===== config.mk =====
export PLATFORM = sky130hd
export DESIGN_NAME = tach_speed_bang_bang_control_top
export DESIGN_NICKNAME = d
export VERILOG_FILES = /design/src/rtl/tsbb_pkg.sv /design/src/rtl/tach_speed_bang_bang_control_top.sv /design/src/rtl/tsbb_div.sv /design/src/rtl/tsbb_datapath.sv /design/src/rtl/tsbb_ctrl.sv
export VERILOG_INCLUDE_DIRS = /design/src /design/src/rtl
export SDC_FILE = /design/constraint.sdc
export NUM_CORES = 1
export LEC_CHECK = 0
export BUFFER_PORTS_ARGS = -buffer_cell sky130_fd_sc_hd__buf_2
export CAP_MARGIN = 20
export CELL_PAD_IN_SITES_DETAIL_PLACEMENT = 1
export CELL_PAD_IN_SITES_GLOBAL_PLACEMENT = 1
export CORE_MARGIN = 2
export CORE_UTILIZATION = 35
export CTS_BUF_LIST = sky130_fd_sc_hd__clkbuf_4 sky130_fd_sc_hd__clkbuf_8
export DETAILED_ROUTE_END_ITERATION = 16
export HOLD_SLACK_MARGIN = 0.12
export PLACE_DENSITY = 0.63
export SLEW_MARGIN = 30
export SYNTH_ARGS = -nofsm -noshare
export SYNTH_HDL_FRONTEND = slang
export SYNTH_SLANG_ARGS = --single-unit
export TNS_END_PERCENT = 20

===== constraint.sdc =====
create_clock -name clk -period 8.9 [get_ports clk]
set_clock_uncertainty 0.05 [all_clocks]
set_input_delay 0.89 -clock clk [delete_from_list [all_inputs] [get_ports clk]]
set_output_delay 0.89 -clock clk [all_outputs]
set_load 0.005 [all_outputs]

===== src/rtl/tach_speed_bang_bang_control_top_macros.svh =====
// Assertion macros shared by the tachometer speed control RTL.
`ifndef TACH_SPEED_BANG_BANG_CONTROL_TOP_MACROS_SVH
`define TACH_SPEED_BANG_BANG_CONTROL_TOP_MACROS_SVH

// Check an invariant on every clock edge outside reset.
`define TSBB_ASSERT_ALWAYS(label, cond, msg) \
	label: assert property (@(posedge clk) disable iff (!arst_n) (cond)) else $error(msg);

// Check a consequence in the same cycle as its trigger.
`define TSBB_ASSERT_IMP(label, ante, cons, msg) \
	label: assert property (@(posedge clk) disable iff (!arst_n) (ante) |-> (cons)) \
		else $error(msg);

// Check a consequence in the cycle after its trigger.
`define TSBB_ASSERT_NXT(label, ante, cons, msg) \
	label: assert property (@(posedge clk) disable iff (!arst_n) (ante) |=> (cons)) \
		else $error(msg);

`endif


===== src/rtl/tsbb_pkg.sv =====
// Types, constants and the mode table of the tachometer speed control block.
`default_nettype none
package tsbb_pkg;

	localparam int unsigned MODE_W    = 3;
	localparam int unsigned ELAPSED_W = 16;
	localparam int unsigned SPEED_W   = 18;
	localparam int unsigned ERR_W     = 14;
	localparam int unsigned PWR_W     = 7;
	localparam int unsigned TARGET_W  = 12;

	// 1000 ms per second times 30 (60 s per minute over two slots per turn)
	localparam int unsigned SPEED_SCALE = 30000;

	localparam logic [SPEED_W-1:0] SPEED_MAX  = '1;
	localparam logic [ERR_W-1:0]   ERR_MAX    = '1;
	localparam logic [PWR_W-1:0]   FULL_POWER = 7'd127;

	// Divide by ten as a multiply by ceil(2^21 / 10) and a right shift by 21;
	// exact for every 18-bit dividend.
	localparam logic [SPEED_W-1:0] ERR_RECIP = 18'd209716;
	localparam int unsigned        ERR_SHIFT = 21;

	localparam logic [MODE_W-1:0] MODE_LONG  = 3'd1;
	localparam logic [MODE_W-1:0] MODE_MID   = 3'd2;
	localparam logic [MODE_W-1:0] MODE_SHORT = 3'd3;
	localparam logic [MODE_W-1:0] MODE_ALT   = 3'd5;

	typedef struct packed {
		logic [TARGET_W-1:0] target;
		logic [PWR_W-1:0]    base;
	} mode_set_t;

	typedef enum logic [2:0] {
		S_IDLE,
		S_TICK,
		S_SPEED_DIV,
		S_CTRL,
		S_OUT
	} state_t;

	typedef struct packed {
		logic tick;
		logic start_speed_div;
		logic speed_wb;
		logic ctrl_update;
		logic load_out;
	} cmd_t;

	typedef struct packed {
		logic measure;
		logic div_busy;
		logic out_free;
	} sts_t;

	function automatic mode_set_t mode_lookup(input logic [MODE_W-1:0] mode);
		mode_set_t m;
		case (mode)
			MODE_LONG:  m = '{target: 12'd2800, base: 7'd38};
			MODE_MID:   m = '{target: 12'd2400, base: 7'd30};
			MODE_SHORT: m = '{target: 12'd2100, base: 7'd20};
			MODE_ALT:   m = '{target: 12'd2300, base: 7'd30};
			default:    m = '{target: 12'd0,    base: 7'd0};
		endcase
		return m;
	endfunction

endpackage
`default_nettype wire


===== src/rtl/tach_speed_bang_bang_control_top.sv =====
// Top level of the flywheel tachometer speed measurement and bang-bang drive block.
`default_nettype none
// Each input request is one 1 ms tick carrying the sampled tachometer level
// (0 = slot present). Every tick yields exactly one result request with the
// motor drive level, the measured speed in rpm and |target - speed| / 10.
// A falling edge of the level counts a pulse; after PULSES_PER_MEASURE pulses
// the speed is (30000 * PULSES_PER_MEASURE) / elapsed ms, and it reads zero
// once more than TIMEOUT_TICKS ms pass without a measurement. The user must
// write shooting_mode through cfg_we/cfg_wdata only while the block is idle;
// the block does not enforce this. The mode picks the target speed and base
// power. One tick at a time is processed. A tick without a measurement passes
// through the tick, decision and output states; a tick that completes a
// measurement also runs a restoring divider of W bits, one quotient bit per
// cycle, where W is the larger of 18 and the width of 30000 * PULSES_PER_MEASURE
// (18 bits at the default of five pulses). The divide by ten is a combinational
// reciprocal multiply. The output register lets the next tick be accepted
// while a result still waits; a tick stalls in its last state only while the
// previous result is still unaccepted.
module tach_speed_bang_bang_control_top #(
	parameter int unsigned PULSES_PER_MEASURE = 5,
	parameter int unsigned TIMEOUT_TICKS      = 500
) (
	input  wire logic                        clk,
	input  wire logic                        arst_n,
	input  wire logic                        in_valid,
	output logic                             in_ready,
	input  wire logic                        tach_level,
	input  wire logic                        cfg_we,
	input  wire logic [tsbb_pkg::MODE_W-1:0] cfg_wdata,
	output logic                             out_valid,
	input  wire logic                        out_ready,
	output logic [tsbb_pkg::PWR_W-1:0]       motor_power,
	output logic [tsbb_pkg::SPEED_W-1:0]     measured_speed,
	output logic [tsbb_pkg::ERR_W-1:0]       speed_error
);
	import tsbb_pkg::*;

	cmd_t cmd;
	sts_t sts;

	// Sequence each tick: update counters, divide when a measurement completes, decide, publish.
	tsbb_ctrl u_ctrl (
		.clk      (clk),
		.arst_n   (arst_n),
		.in_valid (in_valid),
		.in_ready (in_ready),
		.sts      (sts),
		.cmd      (cmd)
	);

	// Hold all measurement state, the mode register and the result register.
	tsbb_datapath #(
		.PULSES_PER_MEASURE (PULSES_PER_MEASURE),
		.TIMEOUT_TICKS      (TIMEOUT_TICKS)
	) u_datapath (
		.clk            (clk),
		.arst_n         (arst_n),
		.cmd            (cmd),
		.sts            (sts),
		.tach_level     (tach_level),
		.cfg_we         (cfg_we),
		.cfg_wdata      (cfg_wdata),
		.out_valid      (out_valid),
		.out_ready      (out_ready),
		.motor_power    (motor_power),
		.measured_speed (measured_speed),
		.speed_error    (speed_error)
	);

endmodule
`default_nettype wire


===== src/rtl/tsbb_div.sv =====
// Restoring divider, one quotient bit per cycle.
`default_nettype none
module tsbb_div #(
	parameter int unsigned W  = 19,
	parameter int unsigned DW = 16
) (
	input  wire logic          clk,
	input  wire logic          arst_n,
	input  wire logic          start,
	input  wire logic [W-1:0]  dividend,
	input  wire logic [DW-1:0] divisor,
	output logic               busy,
	output logic [W-1:0]       quotient
);
	localparam int unsigned CNT_W = $clog2(W + 1);

	logic [W-1:0]     quo_q;
	logic [DW-1:0]    rem_q;
	logic [DW-1:0]    dvs_q;
	logic [CNT_W-1:0] cnt_q;
	logic             busy_q;
	logic [DW:0]      shifted;
	logic [DW:0]      trial;

	assign shifted = {rem_q, quo_q[W-1]};
	assign trial   = shifted - {1'b0, dvs_q};

	always_ff @(posedge clk or negedge arst_n) begin
		if (!arst_n) begin
			busy_q <= 1'b0;
			cnt_q  <= '0;
		end else if (start) begin
			busy_q <= 1'b1;
			cnt_q  <= CNT_W'(W);
		end else if (busy_q) begin
			cnt_q <= cnt_q - 1'b1;
			if (cnt_q == CNT_W'(1)) begin
				busy_q <= 1'b0;
			end
		end
	end

	always_ff @(posedge clk) begin
		if (start) begin
			quo_q <= dividend;
			rem_q <= '0;
			dvs_q <= divisor;
		end else if (busy_q) begin
			if (!trial[DW]) begin
				rem_q <= trial[DW-1:0];
				quo_q <= {quo_q[W-2:0], 1'b1};
			end else begin
				rem_q <= shifted[DW-1:0];
				quo_q <= {quo_q[W-2:0], 1'b0};
			end
		end
	end

	assign busy     = busy_q;
	assign quotient = quo_q;

endmodule
`default_nettype wire


===== src/rtl/tsbb_datapath.sv =====
// Datapath: tick counters, edge detection, speed and drive registers, output register.
`default_nettype none
module tsbb_datapath #(
	parameter int unsigned PULSES_PER_MEASURE = 5,
	parameter int unsigned TIMEOUT_TICKS      = 500
) (
	input  wire logic                        clk,
	input  wire logic                        arst_n,
	input  wire tsbb_pkg::cmd_t              cmd,
	output tsbb_pkg::sts_t                   sts,
	input  wire logic                        tach_level,
	input  wire logic                        cfg_we,
	input  wire logic [tsbb_pkg::MODE_W-1:0] cfg_wdata,
	output logic                             out_valid,
	input  wire logic                        out_ready,
	output logic [tsbb_pkg::PWR_W-1:0]       motor_power,
	output logic [tsbb_pkg::SPEED_W-1:0]     measured_speed,
	output logic [tsbb_pkg::ERR_W-1:0]       speed_error
);
	import tsbb_pkg::*;
	`include "tach_speed_bang_bang_control_top_macros.svh"

	localparam int unsigned SPEED_NUM = SPEED_SCALE * PULSES_PER_MEASURE;
	localparam int unsigned NUM_W     = $clog2(SPEED_NUM + 1);
	localparam int unsigned DIV_W     = (NUM_W > SPEED_W) ? NUM_W : SPEED_W;
	localparam int unsigned PC_W      = $clog2(PULSES_PER_MEASURE + 1);
	localparam int unsigned PROD_W    = 2 * SPEED_W;
	localparam int unsigned ERR_Q_W   = PROD_W - ERR_SHIFT;

	logic [MODE_W-1:0]    mode_q;
	logic [PC_W-1:0]      pulse_count_q;
	logic                 armed_q;
	logic [ELAPSED_W-1:0] elapsed_q;
	logic [SPEED_W-1:0]   speed_q;
	logic [PWR_W-1:0]     drive_q;
	logic [SPEED_W-1:0]   diff_q;
	logic                 measure_q;
	logic                 out_valid_q;
	logic [PWR_W-1:0]     power_out_q;
	logic [SPEED_W-1:0]   speed_out_q;
	logic [ERR_W-1:0]     err_out_q;

	logic [ELAPSED_W-1:0] elapsed_inc;
	logic [PC_W-1:0]      pc_next;
	logic                 armed_next;
	logic [SPEED_W-1:0]   speed_eff;
	logic [SPEED_W-1:0]   target_ext;
	mode_set_t            mset;
	logic                 div_start;
	logic [DIV_W-1:0]     div_dividend;
	logic [ELAPSED_W-1:0] div_divisor;
	logic                 div_busy;
	logic [DIV_W-1:0]     div_quo;
	logic [SPEED_W-1:0]   speed_sat;
	logic [PROD_W-1:0]    err_prod;
	logic [ERR_Q_W-1:0]   err_quo;
	logic [ERR_W-1:0]     err_sat;

	// Tick update: saturating millisecond count and falling-edge pulse count.
	always_comb begin
		elapsed_inc = (elapsed_q != '1) ? elapsed_q + 1'b1 : elapsed_q;
		pc_next     = pulse_count_q;
		armed_next  = armed_q;
		if (!tach_level) begin
			if (!armed_q) begin
				pc_next    = pulse_count_q + 1'b1;
				armed_next = 1'b1;
			end
		end else begin
			armed_next = 1'b0;
		end
	end

	// Timeout and target lookup for the bang-bang decision.
	always_comb begin
		mset       = mode_lookup(mode_q);
		target_ext = SPEED_W'(mset.target);
		speed_eff  = (elapsed_q > ELAPSED_W'(TIMEOUT_TICKS)) ? '0 : speed_q;
	end

	// Divide the fixed numerator by the elapsed count.
	assign div_start    = cmd.start_speed_div;
	assign div_dividend = DIV_W'(SPEED_NUM);
	assign div_divisor  = elapsed_q;

	tsbb_div #(
		.W  (DIV_W),
		.DW (ELAPSED_W)
	) u_div (
		.clk      (clk),
		.arst_n   (arst_n),
		.start    (div_start),
		.dividend (div_dividend),
		.divisor  (div_divisor),
		.busy     (div_busy),
		.quotient (div_quo)
	);

	assign speed_sat = (div_quo > DIV_W'(SPEED_MAX)) ? SPEED_MAX : div_quo[SPEED_W-1:0];

	// Scale the registered difference by a tenth with a reciprocal multiply.
	assign err_prod = PROD_W'(diff_q) * PROD_W'(ERR_RECIP);
	assign err_quo  = err_prod[PROD_W-1:ERR_SHIFT];
	assign err_sat  = (err_quo > ERR_Q_W'(ERR_MAX)) ? ERR_MAX : err_quo[ERR_W-1:0];

	always_ff @(posedge clk or negedge arst_n) begin
		if (!arst_n) begin
			mode_q        <= '0;
			pulse_count_q <= '0;
			armed_q       <= 1'b0;
			elapsed_q     <= '0;
			speed_q       <= '0;
			drive_q       <= '0;
			measure_q     <= 1'b0;
			out_valid_q   <= 1'b0;
		end else begin
			if (cfg_we) begin
				mode_q <= cfg_wdata;
			end
			if (cmd.tick) begin
				elapsed_q     <= elapsed_inc;
				pulse_count_q <= pc_next;
				armed_q       <= armed_next;
				measure_q     <= (pc_next >= PC_W'(PULSES_PER_MEASURE));
			end
			if (cmd.speed_wb) begin
				speed_q       <= speed_sat;
				elapsed_q     <= '0;
				pulse_count_q <= '0;
			end
			if (cmd.ctrl_update) begin
				speed_q <= speed_eff;
				if (speed_eff > target_ext) begin
					drive_q <= mset.base;
				end else if (speed_eff < target_ext) begin
					drive_q <= FULL_POWER;
				end
			end
			if (cmd.load_out) begin
				out_valid_q <= 1'b1;
			end else if (out_ready) begin
				out_valid_q <= 1'b0;
			end
		end
	end

	always_ff @(posedge clk) begin
		if (cmd.ctrl_update) begin
			diff_q <= (target_ext >= speed_eff) ? target_ext - speed_eff
				: speed_eff - target_ext;
		end
		if (cmd.load_out) begin
			power_out_q <= drive_q;
			speed_out_q <= speed_q;
			err_out_q   <= err_sat;
		end
	end

	assign sts.measure  = measure_q;
	assign sts.div_busy = div_busy;
	assign sts.out_free = !out_valid_q || out_ready;

	assign out_valid      = out_valid_q;
	assign motor_power    = power_out_q;
	assign measured_speed = speed_out_q;
	assign speed_error    = err_out_q;

	`TSBB_ASSERT_ALWAYS(a_pulse_bound, pulse_count_q <= PC_W'(PULSES_PER_MEASURE), "pulse count overran")
	`TSBB_ASSERT_NXT(a_drive_hold, !cmd.ctrl_update, $stable(drive_q), "drive changed outside decision")

endmodule
`default_nettype wire


===== src/rtl/tsbb_ctrl.sv =====
// Controller state machine sequencing one tick request through the datapath.
`default_nettype none
module tsbb_ctrl (
	input  wire logic           clk,
	input  wire logic           arst_n,
	input  wire logic           in_valid,
	output logic                in_ready,
	input  wire tsbb_pkg::sts_t sts,
	output tsbb_pkg::cmd_t      cmd
);
	import tsbb_pkg::*;
	`include "tach_speed_bang_bang_control_top_macros.svh"

	state_t state_q;
	state_t state_d;

	always_ff @(posedge clk or negedge arst_n) begin
		if (!arst_n) begin
			state_q <= S_IDLE;
		end else begin
			state_q <= state_d;
		end
	end

	always_comb begin
		state_d = state_q;
		case (state_q)
			S_IDLE:      if (in_valid) state_d = S_TICK;
			S_TICK:      state_d = sts.measure ? S_SPEED_DIV : S_CTRL;
			S_SPEED_DIV: if (!sts.div_busy) state_d = S_CTRL;
			S_CTRL:      state_d = S_OUT;
			S_OUT:       if (sts.out_free) state_d = S_IDLE;
			default:     state_d = S_IDLE;
		endcase
	end

	always_comb begin
		cmd      = '0;
		in_ready = 1'b0;
		case (state_q)
			S_IDLE: begin
				in_ready = 1'b1;
				cmd.tick = in_valid;
			end
			S_TICK:      cmd.start_speed_div = sts.measure;
			S_SPEED_DIV: cmd.speed_wb = !sts.div_busy;
			S_CTRL:      cmd.ctrl_update = 1'b1;
			S_OUT:       cmd.load_out = sts.out_free;
			default: begin
				cmd      = '0;
				in_ready = 1'b0;
			end
		endcase
	end

	`TSBB_ASSERT_IMP(a_idle_div_quiet, state_q == S_IDLE, !sts.div_busy, "divider busy while idle")
	`TSBB_ASSERT_NXT(a_out_to_idle, cmd.load_out, state_q == S_IDLE, "no return to idle after result")

endmodule
`default_nettype wire


==> impl_metrics.json <==
{
  "ys_ff_latch": 164,
  "maxSlewHeadroom": 0.417,
  "rows": 71,
  "nets": 1618,
  "cp_slowest_cell": "xor2_1",
  "drc": 0,
  "yosysSeqAreaShare": 0.323,
  "rsz0062_at_grt": "no",
  "crit_end": "u_datapath.speed_error[9]",
  "yosysTopAreaCellShare": 0.168,
  "viasPerCell": 4.89,
  "grt_max_degree": 62,
  "finalSetupViolCount": 0,
  "die-area_sq_um": 39600,
  "io_buffer_count": 49,
  "yosysUniqueCellTypes": 87,
  "synth_edf_count": 72,
  "critPathLaunch": "u_datapath.diff_q[7]",
  "synth-main-ff-cell": "edfxtp_1",
  "synth_nets": 1579,
  "critPathMaxFanout": 13,
  "antenna_cells": 0,
  "core_area_sq_um": 37600,
  "hpwlAfterDp_mm": 25.8,
  "drt_wl_total_mm": 32.1,
  "post_cts_buffers": 0,
  "detail-route-antenna-nets": 0,
  "yosysTopAreaCell": "ha_1",
  "drt_iter0_drc": 340,
  "syn-cell-area_sq_um": 13300,
  "end_kind": "register",
  "initial_utilization": 0.354,
  "clock_path_buffers": 2,
  "clk_pin_slew_ps": 100,
  "critical_path_class": "reg -> reg",
  "fin_crit_sh": 0.777,
  "syn-mean-instance-area_sq_um": 10.3,
  "min_from": "u_datapath.drive_q[3]",
  "cts_made_buffers": 17,
  "area_growth_pct": 8.60,
  "cp.required_ps": 9030,
  "grt-ovfl-total": 0,
  "hold_class": "reg -> reg",
  "antenna_found_initial": 0,
  "synthCells": 1296,
  "cts_tree": "built",
  "drive_gt1_frac": 0.102,
  "grt_pass1_wl_mm": 52.4,
  "reg2reg_depth": 20,
  "postLayoutCellArea_sq_um": 14400,
  "fin_crit_ps": 6920,
  "fin_tns_setup_ps": 0,
  "io_pins": 50,
  "report.final.slew_viol_count": 0,
  "placed_cell_area_sq_um": 14100,
  "clock-sinks": 164,
  "yosysWarnings": 0,
  "postCtsHoldBufs": 0,
  "final_cell_mix": "inv_1 (222), ha_1 (179), fa_1 (95), nand2_1 (91), edfxtp_1 (72)",
  "die_height_microns": 199,
  "cts_resized": 0,
  "crit_chain": "ha_1 -> inv_1 -> fa_1 -> inv_1 -> fa_1 -> fa_1 -> inv_1 -> fa_1 -> fa_1 -> inv_1 -> ha_1 -> nand4_1 -> nor2_1 -> o41ai_1 -> a2bb2oi_1 -> and3_1 -> o31ai_2 -> a21oi_2 -> xor2_1 -> o2111ai_1",
  "cap_violations": 0,
  "routedWlPerCell_microns": 17.3,
  "drtPass1Iterations": 4,
  "tightest_slew_ps": 871,
  "hold_viol_final": 0,
  "fin_worst_hold_slack_ps": 428,
  "grtUsageTotal": 0.171,
  "ys_top_cells_by_area": "ha_1 (17%), edfxtp_1 (16%), fa_1 (14%)",
  "async_flop_share": 0.354,
  "r2r_end": "u_datapath.speed_error[9]",
  "status": "complete, no violations",
  "cp.arrival_ps": 7050,
  "root_buffer": "clkbuf_8",
  "start_kind": "register",
  "gp_congestion": 0.871,
  "r2r-start": "u_datapath.diff_q[7]",
  "max_freq_mhz": 145,
  "cpPeakStageDelay_ps": 710,
  "crit_top_cell": "fa_1",
  "dieWidth_microns": 199,
  "fill_cells": 4242,
  "vias": 9088,
  "r2r_slack_ps": 1980,
  "grt_pass1_vias": 9631,
  "mostFrequentLayoutCell": "inv_1",
  "htreeDepth": 4,
  "insertion_delay_ps": 470
}
[Yosys cell counts, drive strengths merged, types with 13 or more instances]
master,instances
a22o,19
edfxtp,72
clkbuf,24
a21oi,67
mux2i,31
nor2,69
nor3,14
o21ai,47
nand3,13
nand2,93
inv,224
dfrtp,58
xnor2,27
xor2,35
ha,179
dfxtp,34
fa,95
a21o,22
[cell type report]
cell class	instances	area [sq um]	share of cell area
Multi-Input combinational cell	871	8000	0.554
Sequential cell	164	4300	0.297
Inverter	225	845	0.0585
Tap cell	511	639	0.0443
Timing Repair Buffer	56	298	0.0206
Clock buffer	19	249	0.0172
Clock inverter	13	119	0.00823
[registers in the layout (all words and copies together), names as in the netlist, 6 cells and up]
| register | cells |
|---|---|
| u_datapath.div_divisor | 16 |
| u_datapath.speed_error | 14 |
| u_datapath.diff_q | 18 |
| u_datapath.u_div.quotient | 18 |
| u_datapath.drive_q | 6 |
| u_datapath.measured_speed | 18 |
| u_datapath.motor_power | 6 |
| u_datapath.u_div.dvs_q | 16 |
| u_datapath.u_div.rem_q | 16 |
| u_datapath.speed_q | 18 |
[critical path, delay by kind of cell (launching register included)]
kind / cells / cell delay, ps
AOI/OAI and AO/OA: 5 / 1250
xor gates and xnor gates: 1 / 710
adders and majority gates: 7 / 3390
buffers and inverters: 4 / 260
DFF: 1 / 510
and+or+nand+nor: 3 / 460
[worst min path at each step]
stage                                         end  cells past startpoint  slack (ps)
global route            u_datapath.motor_power[1]                      0         450
detailed placement      u_datapath.motor_power[4]                      0         390
finish                  u_datapath.motor_power[3]                      0         430
CTS                     u_datapath.motor_power[2]                      0         430
floorplan           u_datapath.measured_speed[12]                      0         370
global placement        u_datapath.motor_power[0]                      0         400
[layer usage]
metal,GRT usage,vias to the layer above,routed length (microns)
met3,0.0222,19,720
met4,0.0337,0,296
met5,0,-,0
met2,0.285,89,15200
met1,0.238,4521,16000
li1,-,4459,-
[stage by stage]
step | setup slack, ps | cells | utilization
3_5_place_dp | 1850 | 1827 | 0.374
5_1_grt | 1480 | 1859 | 0.384
2_1_floorplan | 3010 | 1296 | -
4_1_cts | 1840 | 1859 | 0.384
3_3_place_gp | 2070 | 1827 | 0.374
6_report | 1980 | 1859 | 0.384
[logic make-up (layout without fill, tap and decap cells)]
| kind of cell | count (synthesis) | after routing | synth area share |
|---|---|---|---|
| compound gates | 225 | 225 | 0.118 |
| flops | 164 | 164 | 0.323 |
| fa+ha+maj | 274 | 274 | 0.311 |
| buf+inv | 261 | 313 | 0.0763 |
| mux | 38 | 38 | 0.0293 |
| simple gates | 272 | 272 | 0.101 |
| xor+xnor | 62 | 62 | 0.0408 |
Power is left out: the tool's default activity adds up to more than one toggle a clock period on the data nets, which glitch-free logic cannot reach.
